<file path="config.mk">
export PLATFORM = sky130hd
export DESIGN_NAME = eds_cell
export DESIGN_NICKNAME = d
export VERILOG_FILES = /design/src/rtl/core/eds_pkg.sv /design/src/rtl/core/eds_cell.sv
export SDC_FILE = /design/constraint.sdc
export NUM_CORES = 1
export LEC_CHECK = 0
export BUFFER_PORTS_ARGS = -buffer_cell sky130_fd_sc_hd__buf_2
export CAP_MARGIN = 20
export CORE_MARGIN = 5
export CORE_UTILIZATION = 45
export CTS_CLUSTER_DIAMETER = 120
export CTS_CLUSTER_SIZE = 28
export DETAILED_ROUTE_END_ITERATION = 10
export PLACE_DENSITY_LB_ADDON = 0.2
export SYNTH_ARGS = -nofsm -noshare
export SYNTH_HDL_FRONTEND = slang
export SYNTH_SLANG_ARGS = --single-unit
</file>
<file path="constraint.sdc">
create_clock -name clock -period 1.3 [get_ports clock]
set_input_delay 0.39 -clock clock [delete_from_list [all_inputs] [get_ports clock]]
set_output_delay 0.39 -clock clock [all_outputs]
set_load 0.005 [all_outputs]
</file>
<file path="src/rtl/core/eds_pkg.sv">
package eds_pkg;

   localparam int MAX_WIDTH  = 1024;
   localparam int VALUE_BITS = 32;

   localparam int COL_BITS  = $clog2(MAX_WIDTH);
   localparam int PW_BITS   = 11;
   localparam int PH_BITS   = 16;
   localparam int COEF_BITS = 32;
   localparam int FRAC_BITS = 30;
   localparam int MIN_DIM   = 3;
   localparam int EMIT_FIRST = 2;

   localparam int WCMP_BITS = (PW_BITS > COL_BITS + 1) ? PW_BITS : COL_BITS + 1;

   localparam int CSR_INDEX_BITS = 2;
   localparam int CSR_DATA_BITS  = 32;

   localparam logic [CSR_INDEX_BITS-1:0] REG_PADDED_WIDTH  = CSR_INDEX_BITS'(0);
   localparam logic [CSR_INDEX_BITS-1:0] REG_PADDED_HEIGHT = CSR_INDEX_BITS'(1);
   localparam logic [CSR_INDEX_BITS-1:0] REG_COEF_X        = CSR_INDEX_BITS'(2);
   localparam logic [CSR_INDEX_BITS-1:0] REG_COEF_Y        = CSR_INDEX_BITS'(3);

   // arithmetic widths
   localparam int LAP_BITS     = VALUE_BITS + 3;
   localparam int MAG_BITS     = VALUE_BITS + 2;
   localparam int LO_BITS      = 32;
   localparam int HI_BITS      = (MAG_BITS > LO_BITS) ? MAG_BITS - LO_BITS : 1;
   localparam int PROD_LO_BITS = LO_BITS + COEF_BITS;
   localparam int PROD_HI_BITS = HI_BITS + COEF_BITS;
   localparam int HI_SHIFT     = LO_BITS - FRAC_BITS;
   localparam int RND_BITS     = PROD_LO_BITS - FRAC_BITS + 1;
   localparam int HS_BITS      = PROD_HI_BITS + HI_SHIFT;
   localparam int R_BITS       = ((RND_BITS > HS_BITS) ? RND_BITS : HS_BITS) + 1;
   localparam int SCL_BITS     = R_BITS + 1;
   localparam int SUM_BITS     = SCL_BITS + 2;

   typedef logic signed [VALUE_BITS-1:0] value_type;
   typedef logic        [VALUE_BITS-1:0] raw_type;
   typedef logic        [COEF_BITS-1:0]  coef_type;
   typedef logic signed [LAP_BITS-1:0]   lap_type;
   typedef logic signed [SCL_BITS-1:0]   scaled_type;
   typedef logic signed [SUM_BITS-1:0]   sum_type;
   typedef logic        [COL_BITS-1:0]   col_type;
   typedef logic        [PH_BITS-1:0]    row_type;
   typedef logic        [CSR_INDEX_BITS-1:0] csr_index_type;
   typedef logic        [CSR_DATA_BITS-1:0]  csr_data_type;

endpackage

</file>
<file path="src/rtl/core/eds_cell.sv">
module eds_cell (
   input  logic                clock,
   input  logic                reset,
   input  logic                shift,
   input  eds_pkg::value_type  d,
   output eds_pkg::value_type  q
);
   import eds_pkg::*;

   value_type word_ff;

   always_ff @(posedge clock) begin
      if (reset) begin
         word_ff <= '0;
      end else if (shift) begin
         word_ff <= d;
      end
   end

   assign q = word_ff;
endmodule

</file>
==> flow_summary.yaml <==
outcome:
  status: "finished clean"
timing:
  hold_viol_final: 0
  max_freq_mhz: 851
  timing.hold.ws_ns: 0.299
  fin_crit_sh_pct: 90.4
  drv_slew: 0
  timing.final.crit_period_ns: 1.18
  fin_skew_ns: 0
  setup_viol: 0
  worst_slew_pin_slew_ns: 0.274
  finalSetupTns_ns: 0
  grt_setup_unrepaired: "false"
  slew_headroom_pct: 81.7
  timing.final.ws_setup_ns: 0.125
worst_setup_path:
  endpoint_kind: "output pin"
  path_delay_family: "flip-flops"
  crit_buf_inv: 1
  crit_slowest_cell: "dfxtp_1"
  startpoint_type: "register"
  slowest_delay_ns: 0.35
  required_ns: 0.91
  critPathArrivalTime_ns: 0.79
  path_max_fanout: 2
  reg2regPathDepth: 2
  crit_type: "reg -> out"
  regToRegEndpoint: "q[11]"
  r2r_setup_slack_ns: 0.68
  worstPathCellList: "buf_2"
  r2r-start: "q[11]"
  path_depth: 1
cts:
  clkSlewWorstSetupHoldPaths_ns: 0.09
  insertion_delay_ns: 0.32
  cts_tree: "yes"
  clkSinkCount: 32
  cts_buffer_depth: 2
  numCtsBuffers: 5
  post_cts_buffers: 0
  cts_root_buffer: "clkbuf_4"
  htree_levels: 2
  cts-resized-gates: 0
  ctsHoldBuffers: 0
route:
  totalWireLength_mm: 2.51
  drt_first_pass_iters: 2
  via_count: 949
  drt.antenna.violating_nets: 0
  remaining_drc_errors: 0
  drt_iter0_markers: 20
  routedWlPerCell_um: 12.4
  via_per_inst: 4.67
die:
  die_area_sq_um: 3700
  ioPinCount: 67
  rows: 18
  floorplan.initialDensity_pct: 47.0
  fp.dieW_um: 60.9
  core_sq_um: 2480
  die_h_um: 60.9
grt:
  grt_start_max_net_pins: 20
  grt_usage_pct: 15.3
  grt_pass1_wl_mm: 4.17
  grt_pass1_vias: 991
  grt-ovfl-total: 0
  antenna_found_initial: 0
synthesis:
  postSynthCellCount: 103
  synth-seq-cells: 32
  syn-cell-area_sq_um: 1160
  ys_seq_area_share_pct: 55.1
  syn_nets: 138
  yosysUniqueCellTypes: 6
  syn_area_per_cell_sq_um: 11.3
  synth_area_leaders: "dfxtp_1 (55%), mux2i_1 (28%), nor2_1 (10%), buf_12 (5.2%), buf_6 (0.97%)"
  synth_area_leader_cell: "dfxtp_1"
  yosys_warnings: 0
  synth_top_area_share_pct: 55.1
finish:
  largest_reg_flops: 32
  final_layout_size_suffix_gt1_share_pct: 43.4
  fillers: 237
  multi_input_comb_area_sq_um: 440
  regArea_sq_um: 641
  num_antenna_cells: 0
  syn_to_final_growth_pct: 34.7
  nets: 207
run:
  drv_cap: 0
placement:
  dp_hpwl_mm: 1.94
  portBuffers: 66
  gp_congestion: 0.633
  place_ws_ns: 0.186
pwr:
  p_leak_uw: 0.000867
  ir_worst_vdd_uv: 902
  power_density_nw_per_um2: 1210
worst_hold_path:
  whs_endpoint: "q[29]"
  whs_path_depth: 3
  hp-start: "d[29]"
  min_path_type: "in -> reg"
-- how the worst max path moves through the flow --
| stage | endpoint | slack, ns | start |
|---|---|---|---|
| after floorplan | q[0] | 0.32 | shift |
| after global placement | q[21] | 0.23 | shift |
| after detailed placement | q[28] | 0.19 | shift |
| after CTS | q[31] | 0.10 | q[31] |
| after global routing | q[14] | 0.06 | q[14] |
| final | q[2] | 0.12 | q[2] |
-- power by group --
group	switching, uW	total (uW)	internal [uW]
sequential	26.8	1070	1040
clock	311	578	267
combinational	114	261	147
-- area by class of cell --
cell class	instances	area share, %
tap	30	2.39
timing repair buffer	69	24.9
sequential	32	40.9
multi-input combinational	64	28.1
clock buffer	8	3.75
-- cell usage after synthesis --
cell type,number
buf_12,3
buf_6,1
clkbuf_1,3
dfxtp_1,32
mux2i_1,32
nor2_1,32
-- metrics by stage --
step | util [%] | cells | power [uW] | cell area, sq um
6_report | 63.3 | 203 | 1900 | 1570
5_1_grt | 63.3 | 203 | 2000 | 1570
4_1_cts | 63.3 | 203 | 1930 | 1570
3_5_place_dp | 60.9 | 195 | 1350 | 1510
3_3_place_gp | 60.9 | 195 | 1340 | 1510
2_1_floorplan | - | 103 | 1230 | 1160
-- metal layers --
| layer | GRT usage, % | up-vias | routed length (um) |
|---|---|---|---|
| li1 | - | 475 | - |
| met1 | 17.2 | 429 | 945 |
| met2 | 24.6 | 40 | 1240 |
| met3 | 6.17 | 5 | 281 |
| met4 | 8.67 | 0 | 43 |
| met5 | 0 | - | 0 |
-- cell usage in the layout, fill, tap and decap left out --
cell and instances:
buf_12 3, buf_2 66, clkbuf_1 2, clkbuf_4 5
clkbuf_8 1, dfxtp_1 32, mux2i_1 32, nor2_1 32
-- logic make-up (layout without fill, tap and decap cells) --
kind of cell / after synthesis / after routing / synth area share (%)
multiplexers: 32 / 32 / 27.5
flip-flops: 32 / 32 / 55.1
AND/OR/NAND/NOR: 32 / 32 / 10.3
buffers and inverters: 7 / 77 / 7.10
Power figures use the tool's default switching activity.
