**src/rtl/core/eds_pkg.sv**
```systemverilog
package eds_pkg;

   localparam int MAX_WIDTH  = 1024;
   localparam int VALUE_BITS = 32;

   localparam int COL_BITS  = $clog2(MAX_WIDTH);
   localparam int PW_BITS   = 11;
   localparam int PH_BITS   = 16;
   localparam int COEF_BITS = 32;
   localparam int FRAC_BITS = 30;
   localparam int MIN_DIM   = 3;
   localparam int EMIT_FIRST = 2;

   localparam int WCMP_BITS = (PW_BITS > COL_BITS + 1) ? PW_BITS : COL_BITS + 1;

   localparam int CSR_INDEX_BITS = 2;
   localparam int CSR_DATA_BITS  = 32;

   localparam logic [CSR_INDEX_BITS-1:0] REG_PADDED_WIDTH  = CSR_INDEX_BITS'(0);
   localparam logic [CSR_INDEX_BITS-1:0] REG_PADDED_HEIGHT = CSR_INDEX_BITS'(1);
   localparam logic [CSR_INDEX_BITS-1:0] REG_COEF_X        = CSR_INDEX_BITS'(2);
   localparam logic [CSR_INDEX_BITS-1:0] REG_COEF_Y        = CSR_INDEX_BITS'(3);

   // arithmetic widths
   localparam int LAP_BITS     = VALUE_BITS + 3;
   localparam int MAG_BITS     = VALUE_BITS + 2;
   localparam int LO_BITS      = 32;
   localparam int HI_BITS      = (MAG_BITS > LO_BITS) ? MAG_BITS - LO_BITS : 1;
   localparam int PROD_LO_BITS = LO_BITS + COEF_BITS;
   localparam int PROD_HI_BITS = HI_BITS + COEF_BITS;
   localparam int HI_SHIFT     = LO_BITS - FRAC_BITS;
   localparam int RND_BITS     = PROD_LO_BITS - FRAC_BITS + 1;
   localparam int HS_BITS      = PROD_HI_BITS + HI_SHIFT;
   localparam int R_BITS       = ((RND_BITS > HS_BITS) ? RND_BITS : HS_BITS) + 1;
   localparam int SCL_BITS     = R_BITS + 1;
   localparam int SUM_BITS     = SCL_BITS + 2;

   typedef logic signed [VALUE_BITS-1:0] value_type;
   typedef logic        [VALUE_BITS-1:0] raw_type;
   typedef logic        [COEF_BITS-1:0]  coef_type;
   typedef logic signed [LAP_BITS-1:0]   lap_type;
   typedef logic signed [SCL_BITS-1:0]   scaled_type;
   typedef logic signed [SUM_BITS-1:0]   sum_type;
   typedef logic        [COL_BITS-1:0]   col_type;
   typedef logic        [PH_BITS-1:0]    row_type;
   typedef logic        [CSR_INDEX_BITS-1:0] csr_index_type;
   typedef logic        [CSR_DATA_BITS-1:0]  csr_data_type;

endpackage

```
**src/rtl/core/eds_scale.sv**
```systemverilog
module eds_scale (
   input  logic                 clock,
   input  logic                 move,
   input  eds_pkg::lap_type     lap,
   input  eds_pkg::coef_type    coef,
   output eds_pkg::scaled_type  scaled
);
   import eds_pkg::*;

   logic                      neg3_ff;
   logic [MAG_BITS-1:0]       mag3_ff;
   logic                      neg4_ff;
   logic [PROD_LO_BITS-1:0]   plo4_ff;
   logic [PROD_HI_BITS-1:0]   phi4_ff;
   logic                      neg5_ff;
   logic [R_BITS-1:0]         r5_ff;
   scaled_type                scaled6_ff;

   logic [LAP_BITS-1:0]        lap_abs;
   logic [MAG_BITS-1:0]        mag3_in;
   logic [LO_BITS+HI_BITS-1:0] mag_ext;
   logic [PROD_LO_BITS-1:0]    plo4_in;
   logic [PROD_HI_BITS-1:0]    phi4_in;
   logic [RND_BITS:0]          rnd_sum;
   logic [R_BITS-1:0]          r5_in;
   scaled_type                 mag_s;
   scaled_type                 scaled6_in;

   always_comb begin
      lap_abs = lap[LAP_BITS-1] ? LAP_BITS'(-lap) : LAP_BITS'(lap);
      mag3_in = lap_abs[MAG_BITS-1:0];

      mag_ext = (LO_BITS + HI_BITS)'(mag3_ff);
      plo4_in = PROD_LO_BITS'(mag_ext[LO_BITS-1:0]) * PROD_LO_BITS'(coef);
      phi4_in = PROD_HI_BITS'(mag_ext[LO_BITS+HI_BITS-1:LO_BITS]) * PROD_HI_BITS'(coef);

      // round to nearest, ties away from zero on the magnitude
      rnd_sum = {1'b0, plo4_ff[PROD_LO_BITS-1:FRAC_BITS-1]} + (RND_BITS + 1)'(1);
      r5_in   = R_BITS'(rnd_sum[RND_BITS:1]) + (R_BITS'(phi4_ff) << HI_SHIFT);

      mag_s      = $signed({1'b0, r5_ff});
      scaled6_in = neg5_ff ? -mag_s : mag_s;
   end

   always_ff @(posedge clock) begin
      if (move) begin
         neg3_ff    <= lap[LAP_BITS-1];
         mag3_ff    <= mag3_in;
         neg4_ff    <= neg3_ff;
         plo4_ff    <= plo4_in;
         phi4_ff    <= phi4_in;
         neg5_ff    <= neg4_ff;
         r5_ff      <= r5_in;
         scaled6_ff <= scaled6_in;
      end
   end

   assign scaled = scaled6_ff;
endmodule

```
**config.mk**
```make
export PLATFORM = sky130hd
export DESIGN_NAME = eds_scale
export DESIGN_NICKNAME = d
export VERILOG_FILES = /design/src/rtl/core/eds_pkg.sv /design/src/rtl/core/eds_scale.sv
export SDC_FILE = /design/constraint.sdc
export NUM_CORES = 2
export LEC_CHECK = 0
export ABC_CLOCK_PERIOD_IN_PS = 21200
export BUFFER_PORTS_ARGS = -buffer_cell sky130_fd_sc_hd__buf_2
export CAP_MARGIN = 20
export CORE_MARGIN = 1.5
export CORE_UTILIZATION = 61
export CTS_CLUSTER_SIZE = 8
export DETAILED_ROUTE_END_ITERATION = 7
export HOLD_SLACK_MARGIN = 0.03
export PLACE_DENSITY_LB_ADDON = 0.1
export SLEW_MARGIN = 20
export SYNTH_ARGS = -nofsm -noshare
export SYNTH_HDL_FRONTEND = slang
export SYNTH_SLANG_ARGS = --single-unit
```
**constraint.sdc**
```tcl
create_clock -name clock -period 21.2 [get_ports clock]
set_input_delay 1.06 -clock clock [delete_from_list [all_inputs] [get_ports clock]]
set_output_delay 1.06 -clock clock [all_outputs]
set_load 0.005 [all_outputs]
```
==> out/qor.yml <==
sta:
  slew_viol_final: 0
  grt_setup_unrepaired: "false"
  fin_ws_ps: 12290
  max-slew-margin-rel: 0.287
  hold_viol_final: 0
  tightest_slew_ps: 1070
  finalSetupViolCount: 0
  setup-tns-final_ps: 0
  finalCriticalPeriod_ps: 8910
  finalCritPeriodShare: 0.420
  fin_worst_skew_ps: 28.5
  fmax_mhz: 112
clock_tree:
  cts_sinks: 181
  clk_latency_ps: 490
  cts_tree: "done"
  root_buffer: "clkbuf_16"
  clkTransAtPathRegs_ps: 80
  postCtsSetupBuffers: 0
  cts_buffers: 17
  cts_htree_levels: 4
  cts_buffer_depth: 2
  cts_resized: 0
  cts_hold_buf: 0
finish:
  finalNonFillerCells: 5448
  drive_gt1_frac: 0.0442
  final_common_cell: "inv_1"
  fill_cells: 5906
  nets: 5784
  fin_area_um2: 45300
  final_cell_mix: "inv_1 (908), fa_1 (897), and2_1 (669)"
  syn2layout_area_growth_pct: 4.26
  multi_input_area_um2: 33700
  final-seq-area_um2: 5440
yosys:
  synth_area_um2: 43400
  synth-async-reset-ratio: 0
  synth_flop_cell: "edfxtp_1"
  synth.net_count: 5837
  ys_ff_latch: 181
  seq_area_frac_synth: 0.125
  synth_warnings: 0
  synth_edf_count: 181
  postSynthCellCount: 4544
  synth_cell_types: 61
  synth_area_per_cell_um2: 9.55
placement:
  dp_hpwl_um: 83000
  dp_cells: 5411
  dpl_cell_area_um2: 44600
  pre_cts_slack_ps: 11890
  portBuffers: 106
  gp_congestion: 0.913
global_routing:
  grt.total_usage: 0.327
  first_global_vias: 33045
  antenna_found_initial: 5
  grt_pass1_wl_um: 183000
  grt-ovfl-total: 0
  grt_max_degree: 92
floorplan:
  ioPinCount: 107
  die-area_um2: 72800
  core-area_um2: 70300
  start_util: 0.618
  die_h_um: 270
  die_w_um: 270
  rows: 97
critical_path:
  crit_buf_inv: 3
  path_max_fanout: 34
  crit_family: "adder cells"
  cp.required_ps: 21410
  cp-end-kind: "register"
  max_stage_delay_ps: 780
  start_kind: "input port"
  crit_chain: "buf_2, and2_1, fa_1, fa_1, inv_1, fa_1, fa_1, inv_1, fa_1, fa_1, fa_1, fa_1, ha_1, a21oi_1, o22ai_1, o21ai_0, a31oi_1, a211o_1, o21ai_0, o2111ai_1, a31oi_1, xnor2_1"
  criticalPathCategory: "in2reg"
  cpMostUsedCell: "fa_1"
  reg2reg_slack_ps: 12400
  worst_path_max_delay_cell: "buf_2"
  arrival_ps: 9130
detailed_routing:
  ant_nets: 0
  remaining_drc_errors: 0
  vias_per_cell: 5.76
  via_count: 31378
  postRouteWirelength_um: 114000
  wl_per_cell_um: 21.0
  drtIter0Drc: 2272
  dr.pass1.iters: 5
worst_hold_path:
  hold_class: "reg2reg"
flow_run:
  maxCapViolations: 0
run_status:
  outcome: "finished clean"
==> worst reg2reg max path, cell delays in order (launching register included) <==
cell	delay (ps)
edfxtp_1	890
buf_4	390
nand2_1	140
fa_1	560
inv_1	50
fa_1	490
inv_1	70
fa_1	510
fa_1	560
inv_1	60
fa_1	480
fa_1	510
fa_1	500
inv_1	60
fa_1	480
inv_1	40
ha_1	360
a21oi_1	220
o21ai_0	270
and3b_1	310
nand4_1	230
o221a_2	410
o21ai_0	280
and3_1	300
o21ai_0	170
a311oi_1	300
==> final cells by class <==
type / instances / area share
multi-input cells: 3235 / 0.746
flip-flops and latches: 181 / 0.120
inverters: 908 / 0.0753
clock buffers: 17 / 0.00940
diodes: 4 / 0.000221
well taps: 940 / 0.0260
repair buffers: 148 / 0.0190
clock inverters: 15 / 0.00448
==> layer usage <==
layer / vias up / global-route usage / wire [um]
met5: - / 0 / 0
met4: 0 / 0.102 / 3530
met3: 241 / 0.0433 / 8040
met2: 1185 / 0.540 / 54900
met1: 16240 / 0.452 / 47800
li1: 13712 / - / -
==> cell families after synthesis <==
| group | after synthesis | synth area share |
|---|---|---|
| AOI/OAI and AO/OA | 376 | 0.0552 |
| xor gates and xnor gates | 195 | 0.0393 |
| adders and majority gates | 1224 | 0.508 |
| buffers and inverters | 1128 | 0.0975 |
| DFF | 181 | 0.125 |
| and+or+nand+nor | 1440 | 0.175 |
==> path summary, 6_finish.rpt <==
kind,depth (start not counted),startpoint,endpoint
max,22,coef[9],plo4_ff[50]
min,0,neg4_ff,neg5_ff
max reg2reg,25,mag3_ff[29],plo4_ff[59]
min reg2reg,0,neg4_ff,neg5_ff
==> state kept, by name, summed over array words and instances (netlist names) <==
name,flops
mag3_ff,34
neg3_ff,1
neg4_ff,1
neg5_ff,1
phi4_ff,34
plo4_ff,35
r5_ff,37
scaled,38
==> synthesized netlist by cell type (3+ instances only) <==
library cell  count  area, um2
clkbuf_1        219        822
ha_1            327       4090
or4_4             3       33.8
a211oi_1         16        120
nor2b_1          12       75.1
and3_1           20        125
a31oi_1          15       93.8
o31ai_1          24        180
fa_1            897      18000
a21boi_0          5       37.5
o41ai_1           9       78.8
nand4b_1          3       26.3
o2111ai_1         4       35.0
or3_1            11       68.8
nand2b_1         14       87.6
nand3_1          44        220
o21bai_1         21        158
a211o_1           3       26.3
or4_1            12       90.1
a21o_1           52        390
o21a_1           10       75.1
nor2_1           55        206
xor2_1           41        359
a21oi_1         104        521
nor3_1           22        110
xnor2_1         154       1350
nand2_1         517       1940
o21ai_0          81        405
and2_1          669       4190
o211ai_1          9       67.6
edfxtp_1        181       5440
nor4_1            7       43.8
and4_1            6       52.6
inv_1           908       3410
nand4_1          30        188
or2_2             6       37.5
==> metrics by stage <==
step                 util  hold slack, ps
floorplan               -             400
detailed placement  0.635             535
CTS                 0.644             556
finish              0.644             538
global placement    0.635             507
global route        0.644             550
Power is left out: the tool's default activity adds up to more than one toggle a clock period on the data nets, which glitch-free logic cannot reach.
